<file path="config.mk">
export PLATFORM = sky130hd
export DESIGN_NAME = gsa_ram
export DESIGN_NICKNAME = d
export VERILOG_FILES = /design/src/rtl/core/gsa_ram.sv
export SDC_FILE = /design/constraint.sdc
export NUM_CORES = 1
export LEC_CHECK = 0
export CORE_UTILIZATION = 40
export DETAILED_ROUTE_END_ITERATION = 6
export DONT_BUFFER_PORTS = 1
export SYNTH_ARGS = -nofsm -noshare
export SYNTH_HDL_FRONTEND = slang
export SYNTH_SLANG_ARGS = --single-unit
</file>
<file path="constraint.sdc">
create_clock -name i_clk -period 2.73 [get_ports i_clk]
set_input_delay 0.546 -clock i_clk [delete_from_list [all_inputs] [get_ports i_clk]]
set_output_delay 0.546 -clock i_clk [all_outputs]
set_load 0.005 [all_outputs]
</file>
<file path="src/rtl/core/gsa_ram.sv">
// gsa_ram: one write port, one registered read port, write-through on collision
// generic memory used for the free stack and the slot table; no dependencies
module gsa_ram #(
    parameter int WIDTH = 8,
    parameter int DEPTH = 16,
    localparam int AW = $clog2(DEPTH)
) (
    input  logic             i_clk,
    input  logic             i_rst_n,
    input  logic             i_we,
    input  logic [AW-1:0]    i_waddr,
    input  logic [WIDTH-1:0] i_wdata,
    input  logic             i_re,
    input  logic [AW-1:0]    i_raddr,
    output logic [WIDTH-1:0] o_rdata
);

    logic [WIDTH-1:0] r_mem [DEPTH];
    logic [WIDTH-1:0] r_rdata;
    logic [WIDTH-1:0] r_byp_data;
    logic             r_byp;

    always_ff @(posedge i_clk) begin
        if (i_we) begin
            r_mem[i_waddr] <= i_wdata;
        end
        if (i_re) begin
            r_rdata    <= r_mem[i_raddr];
            r_byp_data <= i_wdata;
        end
    end

    // a read that hits the address being written returns the new data
    always_ff @(posedge i_clk) begin
        if (!i_rst_n) begin
            r_byp <= 1'b0;
        end else if (i_re) begin
            r_byp <= i_we && (i_waddr == i_raddr);
        end
    end

    assign o_rdata = r_byp ? r_byp_data : r_rdata;

endmodule

</file>
== After elaboration in Yosys (flattened, before gate mapping) ==
Memories as Yosys holds them, arrays and structs flattened. A register that Yosys moved wholly into a read port is not among the register bits.
Index checks and enable logic that the tools add are counted.

* Output and inout port bits: 8
* Word-level logic and storage cells: 8
* Memories kept: 1
* Bits in registers: 9
* Memory bits (writable): 128
* Bits of input ports: 20

* Multiplexer cells: 3
* Reduce and logical (&&, ||, !) cells: 1
* Equality and inequality tests: 1

{| class="wikitable"
|+ Memories
! name !! words !! bits a word !! read ports !! clocked after memory_dff !! write ports !! RTL line !! text
|-
| r_mem || 16 || 8 || 1 || 1 || 1 || 18 || <nowiki>logic [WIDTH-1:0] r_mem [DEPTH];</nowiki>
|}

{| class="wikitable"
|+ Operators by type and width
! cell !! number
|-
| $mux 8 || 1
|-
| $eq 4x4->1 || 1
|-
| $mux 1 || 2
|-
| $logic_and 1x1->1 || 1
|}

== Logic depth before layout (Yosys ltp) ==
* Depth after elaboration: 2
* Mapped depth: 6
* Gate-level depth less buffers: 4

== Worst setup path before layout ==
OpenSTA, ideal clock, no wires.

* Path type: in2reg
* Start point: input i_waddr[2]
* End point: memory r_mem[0][0], enable pin
* Required time: 2347 ps
* Data arrival time: 1656 ps
* Setup time: 383 ps
* Buffers on the path: 0
* Slack: 691 ps
* Cell stages on the path: 2
* Cell sequence: or3b_2 -> nor3_1

{| class="wikitable"
|+ RTL lines
! item !! RTL line !! text
|-
| start: declaration || 11 || <nowiki>input logic [AW-1:0] i_waddr,</nowiki>
|-
| end: declaration || 18 ||
|}

Straight into the memory's write port.

== Worst setup path in the final report ==
* Start point: register r_byp
* End point: output o_rdata[6]

* Word-level cells in the longest chain between the ends: 1

{| class="wikitable"
|+ Ends and longest elaborated chain
! item !! RTL line !! text
|-
| start: declaration || 21 || <nowiki>logic r_byp;</nowiki>
|-
| start signal: assignment || 38 || <nowiki>r_byp <= i_we && (i_waddr == i_raddr);</nowiki>
|-
| $mux 8 || 42 || <nowiki>assign o_rdata = r_byp ? r_byp_data : r_rdata;</nowiki>
|-
| end: declaration || 15 || <nowiki>output logic [WIDTH-1:0] o_rdata</nowiki>
|}

No other way between the ends.

==> results_dict.tcl <==
set metrics [dict create \
    yosysWarningCount 0 \
    worstSetupEndpointType "output port" \
    min_period_ps 1990 \
    powerDensity_nw_per_um2 763 \
    synth.distinct_cells 26 \
    layout.cells.most_common "sky130_fd_sc_hd__edfxtp_1" \
    start_util_pct 40.9 \
    post-route-period-util_pct 73.1 \
    boundaryPins 28 \
    pin_count_of_the_biggest_net_entering_global_routing 34 \
    final_layout_setup_total_negative_slack_ps 0 \
    cts_setup_buffers 0 \
    global_route_wire_length_before_repair_um 16300 \
    route.antenna.remaining_nets 0 \
    setup_viol_count_final 0 \
    port_buffers 0 \
    cts.hold.buffers_added 0 \
    antenna_violations_before_repair 0 \
    peakVddDrop_mv 0.376 \
    skew_pair_late_insertion_delay_ps 410 \
    hold_path.class "in2reg" \
    grt_residual_overflow 0 \
    crit_path_cell_trace "mux2_2" \
    worst_clock_skew_ps 4.18 \
    critical_path_arrival_ps 1450 \
    critPathTopFamily "flip-flops" \
    count_of_flip_flops_with_a_built_in_enable_after_synthesis 144 \
    net_count_of_the_mapped_netlist 278 \
    cts_tree "built" \
    ctsRootBufferMaster "sky130_fd_sc_hd__clkbuf_16" \
    timing.slew.headroom_pct 49.2 \
    path_buf_inv 0 \
    postRouteWirelength_um 11100 \
    nets 294 \
    clock.fmax_ghz 0.501 \
    syn_inst 258 \
    drcViolationCount 0 \
    core_area_sq_um 13800 \
    mappedNetlistArea_sq_um 5660 \
    route.vias.total 2525 \
    synth.avg_cell_area_sq_um 21.9 \
    post_cts_resize_count 0 \
    wire_per_inst_um 23.8 \
    max_cap_viols 0 \
    rows 43 \
    via_per_inst 5.41 \
    status "finished clean" \
    drt_first_iter_violations 225 \
    clock_tree.htree_level_count 4 \
    p_leak_nw 2.09 \
    cts_buffers 17 \
    die_height_um 121 \
    instances_no_fill 467 \
    floorplan.die_area_sq_um 14600 \
    timing_hold_violations_final 0 \
    cell_count_after_placement 435 \
    layout-drive-gt1-share_pct 22.0 \
    crit_type "reg2out" \
    detail_route.first_pass.iterations 4 \
    clk_pin_slew_ps 60 \
    crit_path_max_incr_delay_ps 610 \
    asyncSetResetFlopFracSynth_pct 0 \
    critical_path.slowest_cell "sky130_fd_sc_hd__dfxtp_1" \
    insertedDiodeCount 0 \
    mostFrequentLayoutCells "144 x sky130_fd_sc_hd__edfxtp_1, 17 x sky130_fd_sc_hd__mux4_2, 17 x sky130_fd_sc_hd__clkbuf_16, 16 x sky130_fd_sc_hd__a22oi_1, 15 x sky130_fd_sc_hd__mux4_1" \
    synth.ff_latch_count 145 \
    worstPathMaxFanout 9 \
    floorplan.die.width_um 121 \
    yosys_most_used_dff "sky130_fd_sc_hd__edfxtp_1" \
    worst-endpoint-required_ps 2180 \
    post-dp-hpwl_um 6890 \
    gp_routability_congestion 0.729 \
    rsz_0062_raised_after_global_routing "no" \
    number_of_max_slew_violations_in_the_final_report 0 \
    start_kind "flop" \
    timing_worst_slew_pin_value_ps 760 \
    ys_seq_area_share_pct 76.7 \
    max-clock-path-buffers 2 \
    first_global_vias 2598 \
    total_track_usage_pct 16.5 \
    cts.sink_count 145 \
    synthToLayoutAreaGrowth_pct 13.8 \
]
==> cell type report <==
cell class                      instances  area [sq um]
Timing Repair Buffer                   11          82.6
Clock inverter                          5          75.1
Multi-Input combinational cell         99          1210
Fill cell                            1123          7390
Sequential cell                       145          4340
Tap cell                              180           225
Clock buffer                           27           503
==> flip-flops by register name, summed over array words and instances (netlist names) <==
signal and cells:
r_byp 1, r_byp_data 8, r_mem 128, r_rdata 8
==> report_power, final <==
group	internal [mW]	switching, mW	total (mW)
Clock	1.44	0.796	2.23
Sequential	2.52	0.0140	2.53
Combinational	0.0807	0.0679	0.149
Total	4.03	0.878	4.91
==> synth_stat cells (all sizes together) (2+ instances only) <==
master         instances  share of area [%]
edfxtp               144                 76
mux4                  32                 14
a22oi                 16                2.1
nor2                  13               0.86
nand2                  9               0.60
buf                    8                1.2
mux2                   8                1.6
nor3                   5               0.44
clkbuf                 4               0.33
nand2b                 3               0.33
xor2                   3               0.46
clkdlybuf4s25          2               0.35
nand3b                 2               0.27
==> cell families (layout without fill, tap and decap cells) <==
logic type	count (synthesis)	after routing	synth area share, %
DFF	145	145	76.7
muxes	40	40	15.3
and+or+nand+nor	38	38	3.20
AOI/OAI and AO/OA	17	17	2.25
buffers and inverters	14	43	1.88
xor gates and xnor gates	4	4	0.619
==> metrics by stage <==
stage          setup slack (ps)  power (mW)  area (sq um)  hold WS, ps  utilization (%)
2_1_floorplan               691        2.71          5660          645                -
3_3_place_gp                767        2.72          5860          646             42.4
3_5_place_dp                719        2.73          5860          646             42.4
4_1_cts                     709        4.94          6440          211             46.6
5_1_grt                     688        5.03          6440          214             46.6
6_report                    736        4.91          6440          225             46.6
==> worst paths after layout <==
kind	from	endpoint	slack [ps]	cells past startpoint
setup / recovery	r_byp$_SDFFE_PN0P_	o_rdata[6]	740	1
setup reg to reg	r_mem[9][3]$_DFFE_PP_	r_rdata[3]$_DFFE_PP_	1150	3
hold reg to reg	r_byp$_SDFFE_PN0P_	r_byp$_SDFFE_PN0P_	710	2
hold / removal	i_wdata[0]	r_mem[10][0]$_DFFE_PP_	220	0
==> routing by layer <==
metal	global-route usage, %	vias up	part of all wire (%)
li1	-	1117	-
met4	6.94	0	1.4
met3	4.65	13	8.4
met5	0	-	0
met1	23.5	1292	44
met2	23.9	103	46
Power figures use the tool's default switching activity.
